File: config.mk
export PLATFORM = sky130hd
export DESIGN_NAME = sts_ctrl
export DESIGN_NICKNAME = d
export VERILOG_FILES = /design/src/rtl/core/sts_pkg.sv /design/src/rtl/core/sts_ctrl.sv
export SDC_FILE = /design/constraint.sdc
export NUM_CORES = 1
export LEC_CHECK = 0
export ABC_AREA = 1
export BUFFER_PORTS_ARGS = -buffer_cell sky130_fd_sc_hd__buf_4
export CORE_MARGIN = 2
export CORE_UTILIZATION = 50
export DETAILED_ROUTE_END_ITERATION = 6
export GPL_ROUTABILITY_DRIVEN = 0
export PLACE_DENSITY_LB_ADDON = 0.2
export SYNTH_ARGS = -nofsm -noshare
export SYNTH_HDL_FRONTEND = slang
export SYNTH_SLANG_ARGS = --single-unit
File: constraint.sdc
create_clock -name clk_i -period 4.8 [get_ports clk_i]
set_clock_uncertainty 0.15 [all_clocks]
set_input_delay 0.96 -clock clk_i [delete_from_list [all_inputs] [get_ports clk_i]]
set_output_delay 0.96 -clock clk_i [all_outputs]
set_load 0.05 [all_outputs]
File: src/rtl/core/sts_pkg.sv
// Shared types and constants for the score table search block.
`timescale 1ns / 1ps

package sts_pkg;

  localparam int TableDepth = 1024;
  localparam int IdxW       = $clog2(TableDepth);
  localparam int CntW       = $clog2(TableDepth + 1);
  localparam int KeyW       = 20;
  localparam int GradeW     = 8;
  localparam int GradeMax   = 100;
  localparam int HitW       = 10;
  localparam int CmpW       = 11;

  typedef enum logic [1:0] {
    ReqLoad   = 2'd0,
    ReqLinear = 2'd1,
    ReqBinary = 2'd2
  } req_e;

  typedef enum logic [1:0] {
    StatusOk    = 2'd0,
    StatusFull  = 2'd1,
    StatusRange = 2'd2
  } status_e;

  typedef struct packed {
    logic            we;
    logic [IdxW-1:0] waddr;
    logic [KeyW-1:0] wdata;
    logic [IdxW-1:0] raddr;
  } ram_req_t;

  typedef struct packed {
    logic            found;
    logic [HitW-1:0] hit_index;
    logic [CmpW-1:0] compare_count;
    status_e         status;
  } res_t;

endpackage

File: src/rtl/core/sts_ctrl.sv
// Request sequencer: loads, linear scan and binary search over the key table.
`timescale 1ns / 1ps

module sts_ctrl (
  input  logic                      clk_i,
  input  logic                      rst_ni,
  input  logic                      in_valid_i,
  output logic                      in_stall_o,
  input  logic [1:0]                req_type_i,
  input  logic [sts_pkg::GradeW-1:0] grade_a_i,
  input  logic [sts_pkg::GradeW-1:0] grade_b_i,
  input  logic [sts_pkg::GradeW-1:0] grade_c_i,
  input  logic [sts_pkg::KeyW-1:0]   target_key_i,
  output sts_pkg::ram_req_t          ram_req_o,
  input  logic [sts_pkg::KeyW-1:0]   ram_rdata_i,
  output logic                      res_valid_o,
  input  logic                      res_ready_i,
  output sts_pkg::res_t             res_o
);

  import sts_pkg::*;

  typedef enum logic [2:0] {
    StIdle,
    StLdMul,
    StLdWr,
    StLin,
    StBinIssue,
    StBinCmp,
    StResp
  } state_e;

  state_e              state_q;
  logic [CntW-1:0]     count_q;
  logic [GradeW-1:0]   a_q, b_q, c_q;
  logic [KeyW-1:0]     key_q;
  logic [15:0]         ab_q;
  logic [IdxW-1:0]     idx_q;
  logic [IdxW-1:0]     mid_q;
  logic [CntW-1:0]     lo_q;
  logic [CntW-1:0]     hi1_q;
  logic [CmpW-1:0]     cmp_q;
  res_t                res_q;

  logic [23:0]         abc;
  logic [CntW-1:0]     span;
  logic [CntW-1:0]     bin_mid;
  logic [CntW-1:0]     idx_next;
  logic                grade_bad;

  assign abc       = 24'(ab_q) * 24'(c_q);
  assign span      = hi1_q - CntW'(1) - lo_q;
  assign bin_mid   = lo_q + (span >> 1);
  assign idx_next  = CntW'(idx_q) + CntW'(1);
  assign grade_bad = (grade_a_i > GradeW'(GradeMax)) || (grade_b_i > GradeW'(GradeMax)) ||
                     (grade_c_i > GradeW'(GradeMax));

  always_comb begin
    ram_req_o.we    = (state_q == StLdWr);
    ram_req_o.waddr = count_q[IdxW-1:0];
    ram_req_o.wdata = abc[KeyW-1:0];
    case (state_q)
      StLin:      ram_req_o.raddr = idx_next[IdxW-1:0];
      StBinIssue: ram_req_o.raddr = bin_mid[IdxW-1:0];
      default:    ram_req_o.raddr = '0;
    endcase
  end

  always_ff @(posedge clk_i or negedge rst_ni) begin
    if (!rst_ni) begin
      state_q <= StIdle;
      count_q <= '0;
    end else begin
      case (state_q)
        StIdle: begin
          if (in_valid_i) begin
            a_q   <= grade_a_i;
            b_q   <= grade_b_i;
            c_q   <= grade_c_i;
            key_q <= target_key_i;
            idx_q <= '0;
            lo_q  <= '0;
            hi1_q <= count_q;
            cmp_q <= '0;
            res_q <= '{found: 1'b0, hit_index: '0, compare_count: '0, status: StatusOk};
            state_q <= StResp;
            case (req_e'(req_type_i))
              ReqLoad: begin
                if (count_q >= CntW'(TableDepth)) begin
                  res_q.status <= StatusFull;
                end else if (grade_bad) begin
                  res_q.status <= StatusRange;
                end else begin
                  state_q <= StLdMul;
                end
              end
              ReqLinear: begin
                if (count_q != '0) begin
                  state_q <= StLin;
                end
              end
              ReqBinary: begin
                state_q <= StBinIssue;
              end
              default: begin
                state_q <= StResp;
              end
            endcase
          end
        end
        StLdMul: begin
          ab_q    <= 16'(a_q) * 16'(b_q);
          state_q <= StLdWr;
        end
        StLdWr: begin
          res_q.hit_index <= HitW'(count_q[IdxW-1:0]);
          count_q         <= count_q + CntW'(1);
          state_q         <= StResp;
        end
        StLin: begin
          if (ram_rdata_i == key_q) begin
            res_q.found         <= 1'b1;
            res_q.hit_index     <= HitW'(idx_q);
            res_q.compare_count <= CmpW'(idx_next);
            state_q             <= StResp;
          end else if (idx_next == count_q) begin
            res_q.compare_count <= CmpW'(idx_next);
            state_q             <= StResp;
          end else begin
            idx_q <= idx_next[IdxW-1:0];
          end
        end
        StBinIssue: begin
          if (lo_q < hi1_q) begin
            mid_q   <= bin_mid[IdxW-1:0];
            state_q <= StBinCmp;
          end else begin
            res_q.compare_count <= cmp_q;
            state_q             <= StResp;
          end
        end
        StBinCmp: begin
          cmp_q <= cmp_q + CmpW'(1);
          if (ram_rdata_i == key_q) begin
            res_q.found         <= 1'b1;
            res_q.hit_index     <= HitW'(mid_q);
            res_q.compare_count <= cmp_q + CmpW'(1);
            state_q             <= StResp;
          end else begin
            if (ram_rdata_i < key_q) begin
              lo_q <= CntW'(mid_q) + CntW'(1);
            end else begin
              hi1_q <= CntW'(mid_q);
            end
            state_q <= StBinIssue;
          end
        end
        StResp: begin
          if (res_ready_i) begin
            state_q <= StIdle;
          end
        end
        default: begin
          state_q <= StIdle;
        end
      endcase
    end
  end

  assign in_stall_o  = (state_q != StIdle);
  assign res_valid_o = (state_q == StResp);
  assign res_o       = res_q;

  a_count_bound: assert property (@(posedge clk_i) disable iff (!rst_ni)
    count_q <= CntW'(TableDepth))
    else $error("Entry count exceeds the table depth.");

  a_count_only_on_write: assert property (@(posedge clk_i) disable iff (!rst_ni)
    (count_q != $past(count_q)) |-> ($past(state_q) == StLdWr))
    else $error("Entry count changed outside a table write.");

  a_lin_in_range: assert property (@(posedge clk_i) disable iff (!rst_ni)
    (state_q == StLin) |-> (CntW'(idx_q) < count_q))
    else $error("Linear scan index passed the last stored entry.");

  a_bin_mid_in_range: assert property (@(posedge clk_i) disable iff (!rst_ni)
    (state_q == StBinCmp) |-> ((CntW'(mid_q) >= lo_q) && (CntW'(mid_q) < hi1_q)))
    else $error("Binary search midpoint is outside the live window.");

endmodule

After elaboration in Yosys (flattened, before gate mapping)
Cells that the tools add are included.

Register bits: 151. Input port bits: 70. Output and inout bits: 67. Word-level logic and storage cells: 114.

Add/sub/neg operators: 7. Multipliers: 2. $lt $le $gt $ge: 6. Equal/unequal tests: 21. Multiplexer cells: 37. Bitwise logic cells: 1. Reductions and logical operators: 23.

Operators with widths (number): 11-bit 2-to-1 mux (10); 11-bit case mux with 2 select lines (3); 11-bit case mux with 4 select lines (1); 10-bit case mux with 2 select lines (2); 10-bit case mux with 4 select lines (1); 10-bit 2-to-1 mux (3); 5-bit AND reduction (5); 8-bit by 7-bit > comparator with 1-bit output (second input constant) (3); 24-bit 2-to-1 mux (1); 10-bit by 1-bit adder with 11-bit output (second input constant) (2); 11-bit by 1-bit adder with 11-bit output (second input constant) (2); 22-bit 2-to-1 mux (1); 3-bit 2-to-1 mux (7); 3-bit case mux with 7 select lines (1); 20-bit equality test (1); 20-bit < comparator (1); 16-bit by 8-bit multiplier with 20-bit output (1); 2-bit inequality test (second input constant) (9); 8-bit by 8-bit multiplier with 16-bit output (1); 3-bit AND reduction (4); 11-bit equality test (1); 11-bit greater-or-equal comparator (second input constant) (1); 11-bit < comparator (1); 11-bit nonzero test (1); other kinds (23) (34).

Longest topological paths before layout
Gate-level depths: netlist (run 1).

Word-level depth: 8. Gate-level depth with buffers: 20. Mapped depth without buffers: 19.

Least setup slack after synthesis (run 1)
No wires, ideal clock.

Path kind: register to output. From: register c_q[4]. To: output port ram_req_o[28] in the netlist's numbering. Arrival: 4841 ps. Required time: 3690 ps. Setup slack: -1151 ps. Cell stages (with the launch flop): 19. Buffers on the path: 2. Path through: edfxtp_1 clkbuf_1 clkbuf_1 nand2_1 fa_1 inv_1 fa_1 fa_1 inv_1 fa_1 inv_1 ha_1 nand2_1 nor2_1 nand3_1 nand3_1 nand3_1 o211ai_1 xor2_1.

RTL lines: start: declaration (RTL line sts_ctrl.sv:35) `logic [GradeW-1:0] a_q, b_q, c_q;`; start signal: assignment (RTL line sts_ctrl.sv:79) `c_q <= grade_c_i;`; end: declaration (RTL line sts_ctrl.sv:14) `output sts_pkg::ram_req_t ram_req_o,`.

==> reports/metrics.csv, run 1 <==
metric,value,unit
Post-synth EDFFs,137,
outcome,"finished, violations left",
Yosys Warn Count,0,
total number of vias,11300,
synth unique cells,47,
worst r2r dst,ab_q[13],
largest area contributor in the netlist,edfxtp_1,
Sink Count,151,
# diodes,0,
initial antenna violation count,0,
combinational family with the most area after synthesis,adder cells,
reg2reg setup slack,0.16,ns
CTS root buf,clkbuf_16,
min Tclk post-route,5.77,ns
total CTS buffers,17,
Die X,172,um
clk_lat worst skew,0.44,ns
Routed WL per cell,14.3,um
post-synthesis sequential area ratio,31.5,%
"Reg clk slew, reported paths",0.07,ns
DRC,0,
ranking of synthesized cells by area,"edfxtp_1 29%, fa_1 17%, inv_1 12%",
Worst setup EP type,output pin,
fin crit share,120,%
share of cells above drive strength 1,23.6,%
max_slew headroom,37.3,%
count of final setup violators,15,
Via density,4.94,
CTS tree,yes,
Reg2Reg Depth,19,
FILL cells,2312,
syn_nets,1996,
HP Class,in -> async,
Initial DRC Count,672,
pin count of the biggest net entering global routing,41,
"FF+latch count, synth",151,
HPWL after detailed placement,26200,um
mux cell area share after synthesis,0,%
Synth top area share,29.0,%
final worst slack,-0.973,ns
failing checks,setup timing,
Max clock buf depth,2,
Max-cap violations,0,
Die H,172,um
post-synthesis adder-cell area fraction,27.1,%
worst setup path end,ram_req_o[28],
worst setup path startpoint,c_q[3],
first-pass GRT wire length,53500,um
DRT antenna net count,0,
CP Data Arrival Time,4.66,ns
Port Buffers,136,
Finished Cell Area,0.0178,mm^2
GRT Overall Usage,22.8,%
die area,0.0297,mm^2
Slew @ Worst Pin,0.938,ns
compound-cell area share of the yosys netlist,7.00,%
critical setup path kind,reg -> out,
number of global-route vias before repair,11300,
RSZ-0062 raised after global routing,true,
Boundary Pins,137,
fin. max-slew vios,0,
final hold vios,0,
nets,2211,
R2R Path Start,a_q[2],
total wire length,32700,um
crit path launch type,flop,
Syn Area/Cell,8.39,um^2
xor and xnor fraction of the mapped netlist area,3.83,%
area growth from synthesis to layout,25.5,%
CP required,3.69,ns
# rows,61,
DR pass1 iterations,5,
simple-gate area share of the yosys netlist,16.5,%
H-tree depth,4,
fmax,0.173,GHz
DP Area,0.0164,mm^2
area of the core,0.0279,mm^2
Starting Density,50.9,%
Layout Utilization,63.8,%
Synth Cell Area,0.0142,mm^2
"critical path fanouts, max",5,
Syn Inst Count,1689,
"Top FF cell, synth",edfxtp_1,
ys async rst share,9.27,%
grt ovf,0,
[state kept, by name (all words and copies together) (netlist names)]
| name | count |
|---|---|
| c_q | 8 |
| a_q | 8 |
| res_o | 24 |
| key_q | 20 |
| state_q | 3 |
| b_q | 8 |
| ab_q | 16 |
| idx_q | 10 |
| mid_q | 10 |
| hi1_q | 11 |
| lo_q | 11 |
| cmp_q | 11 |
| count_q | 11 |
[Yosys cell counts, types with 5 or more instances]
master,instances
a21oi_1,79
a31oi_1,6
buf_2,5
buf_4,10
clkbuf_1,42
dfrtp_1,14
edfxtp_1,137
fa_1,117
ha_1,120
inv_1,445
inv_2,10
nand2_1,363
nand3_1,51
nand4_1,17
nor2_1,73
nor3_1,15
nor3_2,5
o211ai_1,7
o21ai_0,46
o21ai_1,8
o221ai_1,11
xnor2_1,16
xor2_1,46
[stage by stage]
step | setup TNS, ns | hold WS (ns) | cells | worst slack, ns
2_1_floorplan | -4.73 | 0.314 | 1689 | -0.604
3_3_place_gp | -5.43 | 0.391 | 2226 | -0.617
3_5_place_dp | -6.46 | 0.386 | 2226 | -0.691
4_1_cts | -11.52 | 0.225 | 2269 | -0.988
5_1_grt | -14.54 | 0.244 | 2295 | -1.18
6_report | -11.60 | 0.235 | 2295 | -0.973
[cell families after synthesis]
kind of cell | Yosys count
compound gates | 175
xor+xnor | 62
fa+ha+maj | 237
buf+inv | 517
flops | 151
simple gates | 547
[what timing repair did]
item	CTS	global route
gates resized for setup	59	92
setup buffers	11	29
hold buffers	0	0
pin swaps	39	56
setup endpoints to repair	17	22
[critical path, stage by stage, from the launching register on]
cell	delay (ns)
edfxtp_1	0.52
buf_6	0.18
nand2_4	0.04
inv_2	0.04
fa_1	0.53
inv_2	0.05
fa_1	0.52
fa_1	0.43
fa_1	0.51
inv_2	0.05
ha_4	0.30
nand2_4	0.07
o21ai_2	0.13
nand2_1	0.08
nand3_2	0.09
nand3_2	0.06
o211ai_1	0.16
buf_4	0.16
xor2_4	0.14
buf_8	0.16
[layer usage]
layer / GRT usage, % / up-vias / wire [um]
li1: - / 5620 / -
met1: 30.4 / 5366 / 14700
met2: 38.4 / 311 / 15700
met3: 4.07 / 43 / 1790
met4: 6.50 / 0 / 593
met5: 0 / - / 0
[layout make-up]
cell class / instances / area (um^2) / area share (%)
Inverter: 456 / 1710 / 9.64
Tap cell: 378 / 473 / 2.66
Sequential cell: 151 / 4460 / 25.1
Timing Repair Buffer: 257 / 2080 / 11.7
Clock inverter: 11 / 82.6 / 0.464
Multi-Input combinational cell: 1021 / 8480 / 47.7
Clock buffer: 21 / 483 / 2.72
[worst min path at each step]
stage / start / to / slack, ns
CTS: rst_ni / count_q[0] / 0.23
global placement: count_q[9] / count_q[9] / 0.39
finish: rst_ni / count_q[2] / 0.23
detailed placement: count_q[9] / count_q[9] / 0.39
floorplan: count_q[9] / count_q[9] / 0.31
global route: rst_ni / count_q[7] / 0.24
[cells in the final DEF (no fill, tap or decap), types with 33 or more instances in the layout]
master / synthesis / routed
inv_1: 445 / 412
nand2_1: 363 / 342
buf_4: 10 / 220
edfxtp_1: 137 / 137
fa_1: 117 / 111
ha_1: 120 / 100
nor2_1: 73 / 67
a21oi_1: 79 / 65
nand3_1: 51 / 45
inv_2: 10 / 43
xor2_1: 46 / 39
o21ai_0: 46 / 39
buf_6: 0 / 33
Power of run 1 is left out: the tool's default activity adds up to more than one toggle a clock period on the data nets, which glitch-free logic cannot reach.
==> inputs of run 2 (changes only) <==
--- a/config.mk
+++ b/config.mk
@@ -11,7 +11,7 @@
 export CORE_UTILIZATION = 50
 export DETAILED_ROUTE_END_ITERATION = 6
 export GPL_ROUTABILITY_DRIVEN = 0
-export PLACE_DENSITY_LB_ADDON = 0.2
+export PLACE_DENSITY = 0.72
 export SYNTH_ARGS = -nofsm -noshare
 export SYNTH_HDL_FRONTEND = slang
 export SYNTH_SLANG_ARGS = --single-unit
==> run 2 against run 1 <==
  * The flow still finishes with violations (setup timing)
  * Critical path depth increased by 1
  * Routed wire length increased by 4.1%
  * Flip-flop and latch count unchanged
  * Final cell count increased by 0.39%
  * Maximum frequency decreased by 0.34%
  * Die area unchanged
  * Setup slack got worse by 0.020 ns
  * Non-clock buffer count increased by 9
  * Critical endpoint unchanged
==> reports/metrics.csv, run 2 (synthesis gave the netlist of run 1 again) <==
metric,value,unit,change
# diodes,0,,unchanged
area growth from synthesis to layout,26.3,%,
RSZ-0062 raised after global routing,true,,
Routed WL per cell,14.8,um,+3.7%
max reg flops,24,,unchanged
outcome,"finished, violations left",,
DP Area,0.0164,mm^2,about the same
CTS root buf,clkbuf_16,,
CTS tree,yes,,
worst slack at placement,-0.561,ns,+0.129 ns
final worst slack,-0.993,ns,-0.0196 ns
critical setup path kind,reg -> out,,
DRT antenna net count,0,,unchanged
Sink Count,151,,unchanged
CP required,3.69,ns,about the same
Fin Hold WS,0.251,ns,+0.0159 ns
total number of vias,11700,,+2.8%
max_slew headroom,33.3,%,-4.0 points
worst r2r dst,ab_q[14],,
placed cells,2226,,unchanged
Starting Density,50.9,%,unchanged
number of global-route vias before repair,11600,,+3.3%
total wire length,34100,um,+4.1%
storage element area,0.00446,mm^2,unchanged
GRT Overall Usage,23.4,%,+0.59 points
fin crit share,121,%,+0.41 points
fmax,0.173,GHz,-0.34%
multi-input logic area,0.00846,mm^2,-0.34%
Via density,5.06,,+2.4%
Max-cap violations,0,,unchanged
CP peak stage delay,0.51,ns,-0.02 ns
first-pass GRT wire length,55000,um,+2.8%
DR pass1 iterations,5,,unchanged
"critical path fanouts, max",5,,unchanged
share of cells above drive strength 1,23.7,%,+0.098 points
Reg2Reg Depth,19,,unchanged
min Tclk post-route,5.79,ns,+0.0196 ns
reg2reg setup slack,0.23,ns,+0.07 ns
"Reg clk slew, reported paths",0.07,ns,about the same
clk_lat worst skew,0.43,ns,about the same
total CTS buffers,17,,unchanged
initial antenna violation count,0,,unchanged
pin count of the biggest net entering global routing,41,,unchanged
Die H,172,um,unchanged
# rows,61,,unchanged
Finished Cell Area,0.0179,mm^2,+0.63%
Boundary Pins,137,,unchanged
die area,0.0297,mm^2,unchanged
Initial DRC Count,798,,+19%
CP Data Arrival Time,4.68,ns,+0.02 ns
failing checks,setup timing,,
R2R Path Start,a_q[3],,
Die X,172,um,unchanged
slowest cell on the critical path,fa_1,,
Slew @ Worst Pin,0.997,ns,+0.0598 ns
# hold bufs at CTS,0,,unchanged
DRC,0,,unchanged
HP Class,in -> async,,
HPWL after detailed placement,26600,um,+1.6%
"commonest non-fill, non-tap cell in the layout",inv_1,,
nets,2220,,+0.41%
fin. max-slew vios,0,,unchanged
Port Buffers,136,,unchanged
CP cell instances,buf_4 > buf_4 > nand2_1 > inv_1 > fa_1 > fa_2 > fa_1 > inv_1 > fa_1 > inv_2 > ha_4 > nand2_1 > nor2_1 > nand3_1 > nand3_2 > nand3_2 > o211ai_1 > buf_4 > xor2_4 > buf_8,,
grt ovf,0,,unchanged
most frequent cells in the layout,"414 x inv_1, 343 x nand2_1, 226 x buf_4",,
H-tree depth,4,,unchanged
fin cells,2304,,+0.39%
final hold vios,0,,unchanged
area of the core,0.0279,mm^2,unchanged
Max clock buf depth,2,,unchanged
crit path launch type,flop,,
FILL cells,2198,,-4.9%
Worst setup EP type,output pin,,
count of final setup violators,15,,unchanged
run 2: cell count changes in the layout (fill, tap and decap cells not counted), sizes merged:
| cell | delta |
|---|---|
| clkinv | -2 |
| inv | +2 |
| buf | +9 |
| bufinv | +3 |
| clkbuf | -3 |
run 2: timing repair:
item                                    4_1_cts  5_1_grt
resized for setup                            65       78
endpoints found under the setup margin       18       23
pin swaps                                    38       36
setup buffers                                18       28
run 2: worst max-delay path by stage:
stage | from | end | slack, ns | cells after the start
detailed placement | c_q[4] | ram_req_o[28] | -0.56 | 19
CTS | ab_q[5] | ram_req_o[28] | -0.95 | 20
global route | c_q[2] | ram_req_o[28] | -1.16 | 21
global placement | c_q[4] | ram_req_o[28] | -0.51 | 19
finish | ab_q[5] | ram_req_o[28] | -0.99 | 20
floorplan | c_q[2] | ram_req_o[28] | -0.60 | 18
run 2: layout make-up:
class / instances / area share (%)
timing repair buffer: 266 / 12.1
inverter: 456 / 9.58
clock inverter: 14 / 1.13
tap: 378 / 2.64
clock buffer: 18 / 2.40
multi-input combinational: 1021 / 47.2
sequential: 151 / 24.9
run 2: routing by layer:
layer | vias up | global-route usage [%] | wire length, um
li1 | 5634 | - | -
met1 | 5540 | 29.7 | 14200
met2 | 415 | 40.9 | 16800
met3 | 73 | 4.19 | 2220
met4 | 0 | 7.12 | 861
met5 | - | 0 | 0
run 2: through the flow:
stage	TNS [ns]	util, %
2_1_floorplan	-4.73	-
3_3_place_gp	-4.27	58.9
3_5_place_dp	-5.02	58.9
4_1_cts	-10.53	62.4
5_1_grt	-13.85	64.2
6_report	-11.43	64.2
run 2: critical path, delay by kind of cell, from the launching register on:
| kind | cells | cell delay, ns |
|---|---|---|
| flip-flops | 1 | 0.49 |
| AND/OR/NAND/NOR | 6 | 0.54 |
| buffers and inverters | 7 | 0.77 |
| XOR/XNOR | 1 | 0.14 |
| adder cells (fa/ha/maj) | 5 | 2.20 |
| AO/OA/AOI/OAI | 1 | 0.15 |
Power of run 2 is left out for the same reason.
==> inputs of run 3 (changes only) <==
--- a/config.mk
+++ b/config.mk
@@ -6,12 +6,14 @@
 export NUM_CORES = 1
 export LEC_CHECK = 0
 export ABC_AREA = 1
+export ABC_CLOCK_PERIOD_IN_PS = 4800
 export BUFFER_PORTS_ARGS = -buffer_cell sky130_fd_sc_hd__buf_4
 export CORE_MARGIN = 2
 export CORE_UTILIZATION = 50
 export DETAILED_ROUTE_END_ITERATION = 6
 export GPL_ROUTABILITY_DRIVEN = 0
 export PLACE_DENSITY = 0.72
+export SKIP_LAST_GASP = 1
 export SYNTH_ARGS = -nofsm -noshare
 export SYNTH_HDL_FRONTEND = slang
 export SYNTH_SLANG_ARGS = --single-unit
==> run 3 against run 2 <==
  * Critical path depth decreased by 1
  * Core utilization decreased by 0.25 points
  * Count of clock-buffer cells in the layout unchanged
  * Routed wire length decreased by 0.78%
  * Global-route usage about the same
  * Maximum frequency decreased by 0.17%
  * Non-clock buffer count decreased by 3
  * Setup slack got worse by 0.0098 ns
  * Register-to-register slack about the same
  * Largest cell class unchanged
  * Flip-flop and latch count unchanged
  * Critical path type unchanged
  * Sequential share of layout area increased by 0.098 points
  * The run still ends with setup timing left
  * Worst hold slack got worse by 0.0032 ns
==> reports/metrics.csv, run 3 (synthesis gave the netlist of run 1 again) <==
metric,value,unit,change
# diodes,0,,unchanged
Max-cap violations,0,,unchanged
RSZ-0062 raised after global routing,true,,
fmax,0.172,GHz,-0.17%
total wire length,33800,um,-0.78%
total CTS buffers,17,,unchanged
Routed WL per cell,14.7,um,-0.65%
Die H,172,um,unchanged
Slew @ Worst Pin,0.994,ns,-0.00315 ns
failing checks,setup timing,,
Sink Count,151,,unchanged
max reg flops,24,,unchanged
"Reg clk slew, reported paths",0.07,ns,about the same
Via density,5.05,,-0.27%
min Tclk post-route,5.80,ns,+0.00985 ns
CTS root buf,clkbuf_16,,
share of cells above drive strength 1,22.7,%,-0.95 points
max_slew headroom,33.6,%,+0.21 points
Initial DRC Count,805,,+0.88%
most frequent cells in the layout,"422 x inv_1, 345 x nand2_1, 228 x buf_4",,
CTS tree,yes,,
die area,0.0297,mm^2,unchanged
"commonest non-fill, non-tap cell in the layout",inv_1,,
fin crit share,121,%,+0.21 points
CP required,3.69,ns,about the same
crit path launch type,flop,,
final worst slack,-1.00,ns,-0.00985 ns
GRT Overall Usage,23.4,%,about the same
outcome,"finished, violations left",,
total number of vias,11600,,-0.40%
clk_lat worst skew,0.43,ns,about the same
Die X,172,um,unchanged
nets,2217,,-0.14%
Boundary Pins,137,,unchanged
HP Class,in -> async,,
number of global-route vias before repair,11600,,-0.026%
# hold bufs at CTS,0,,unchanged
critical setup path kind,reg -> out,,
fin. max-slew vios,0,,unchanged
first-pass GRT wire length,55000,um,about the same
grt ovf,0,,unchanged
# rows,61,,unchanged
DRT antenna net count,0,,unchanged
HPWL after detailed placement,26600,um,unchanged
count of final setup violators,15,,unchanged
Worst setup EP type,output pin,,
reg2reg setup slack,0.24,ns,about the same
initial antenna violation count,0,,unchanged
Max clock buf depth,2,,unchanged
DRC,0,,unchanged
area of the core,0.0279,mm^2,unchanged
CP Data Arrival Time,4.69,ns,about the same
DR pass1 iterations,6,,+1
"critical path fanouts, max",3,,-2
Port Buffers,136,,unchanged
pin count of the biggest net entering global routing,41,,unchanged
H-tree depth,4,,unchanged
Starting Density,50.9,%,unchanged
Layout Utilization,64.0,%,-0.25 points
final hold vios,0,,unchanged
area growth from synthesis to layout,25.8,%,
Reg2Reg Depth,19,,unchanged
==> run 3: cell count changes in the layout (fill, tap and decap cells not counted), sizes merged <==
cell  previous run  this run
buf            265       262
==> run 3: final timing paths <==
path | from | end
max reg2reg | a_q[3] | ab_q[14]
min reg2reg | count_q[9] | count_q[9]
max | c_q[4] | ram_req_o[28]
min in group clk_i | count_q[9] | count_q[9]
max in group asynchronous | rst_ni | count_q[1]
min | rst_ni | count_q[0]
==> run 3: repair_timing <==
| action | CTS | global route |
|---|---|---|
| endpoints found under the setup margin | 18 | 23 |
| pin swaps | 38 | 41 |
| buffers inserted | 18 | 25 |
| endpoints found under the hold margin | 0 | 0 |
| gates resized for setup | 56 | 68 |
==> run 3: per-layer routing <==
layer / track usage (%) / vias to the layer above / routed length [um]
met5: 0 / - / 0
met4: 6.94 / 0 / 781
met3: 4.12 / 68 / 2140
met2: 41.0 / 410 / 16600
met1: 29.7 / 5511 / 14200
li1: - / 5626 / -
==> run 3: through the flow <==
step           worst slack (ns)  area [um^2]  TNS (ns)  std cells  hold slack [ns]
2_1_floorplan            -0.604        14600     -4.73       1689            0.314
3_3_place_gp             -0.505        16400     -4.27       2226            0.343
3_5_place_dp             -0.561        16400     -5.02       2226            0.357
4_1_cts                  -0.949        17400    -10.67       2276            0.249
5_1_grt                   -1.19        17800    -14.21       2301            0.245
6_report                  -1.00        17800    -11.38       2301            0.248
==> run 3: final cells by class <==
type / count / area [um^2]
Inverter: 456 / 1710
Clock buffer: 18 / 429
Sequential cell: 151 / 4460
Tap cell: 378 / 473
Multi-Input combinational cell: 1021 / 8430
Timing Repair Buffer: 263 / 2120
Clock inverter: 14 / 201
Fill cell: 2205 / 10000
==> run 3: worst max-delay path, stage by stage, from the launching register on <==
cell      delay (ns)
edfxtp_1        0.46
buf_6           0.16
nand2_1         0.05
inv_1           0.06
fa_1            0.48
fa_1            0.53
fa_1            0.57
inv_1           0.05
fa_1            0.49
inv_2           0.04
ha_4            0.28
a21oi_4         0.07
o21ai_4         0.17
nand2_1         0.09
nand3_2         0.09
nand3_1         0.07
o211ai_1        0.15
buf_4           0.16
xor2_4          0.14
buf_8           0.16
Power of run 3 is left out for the same reason.
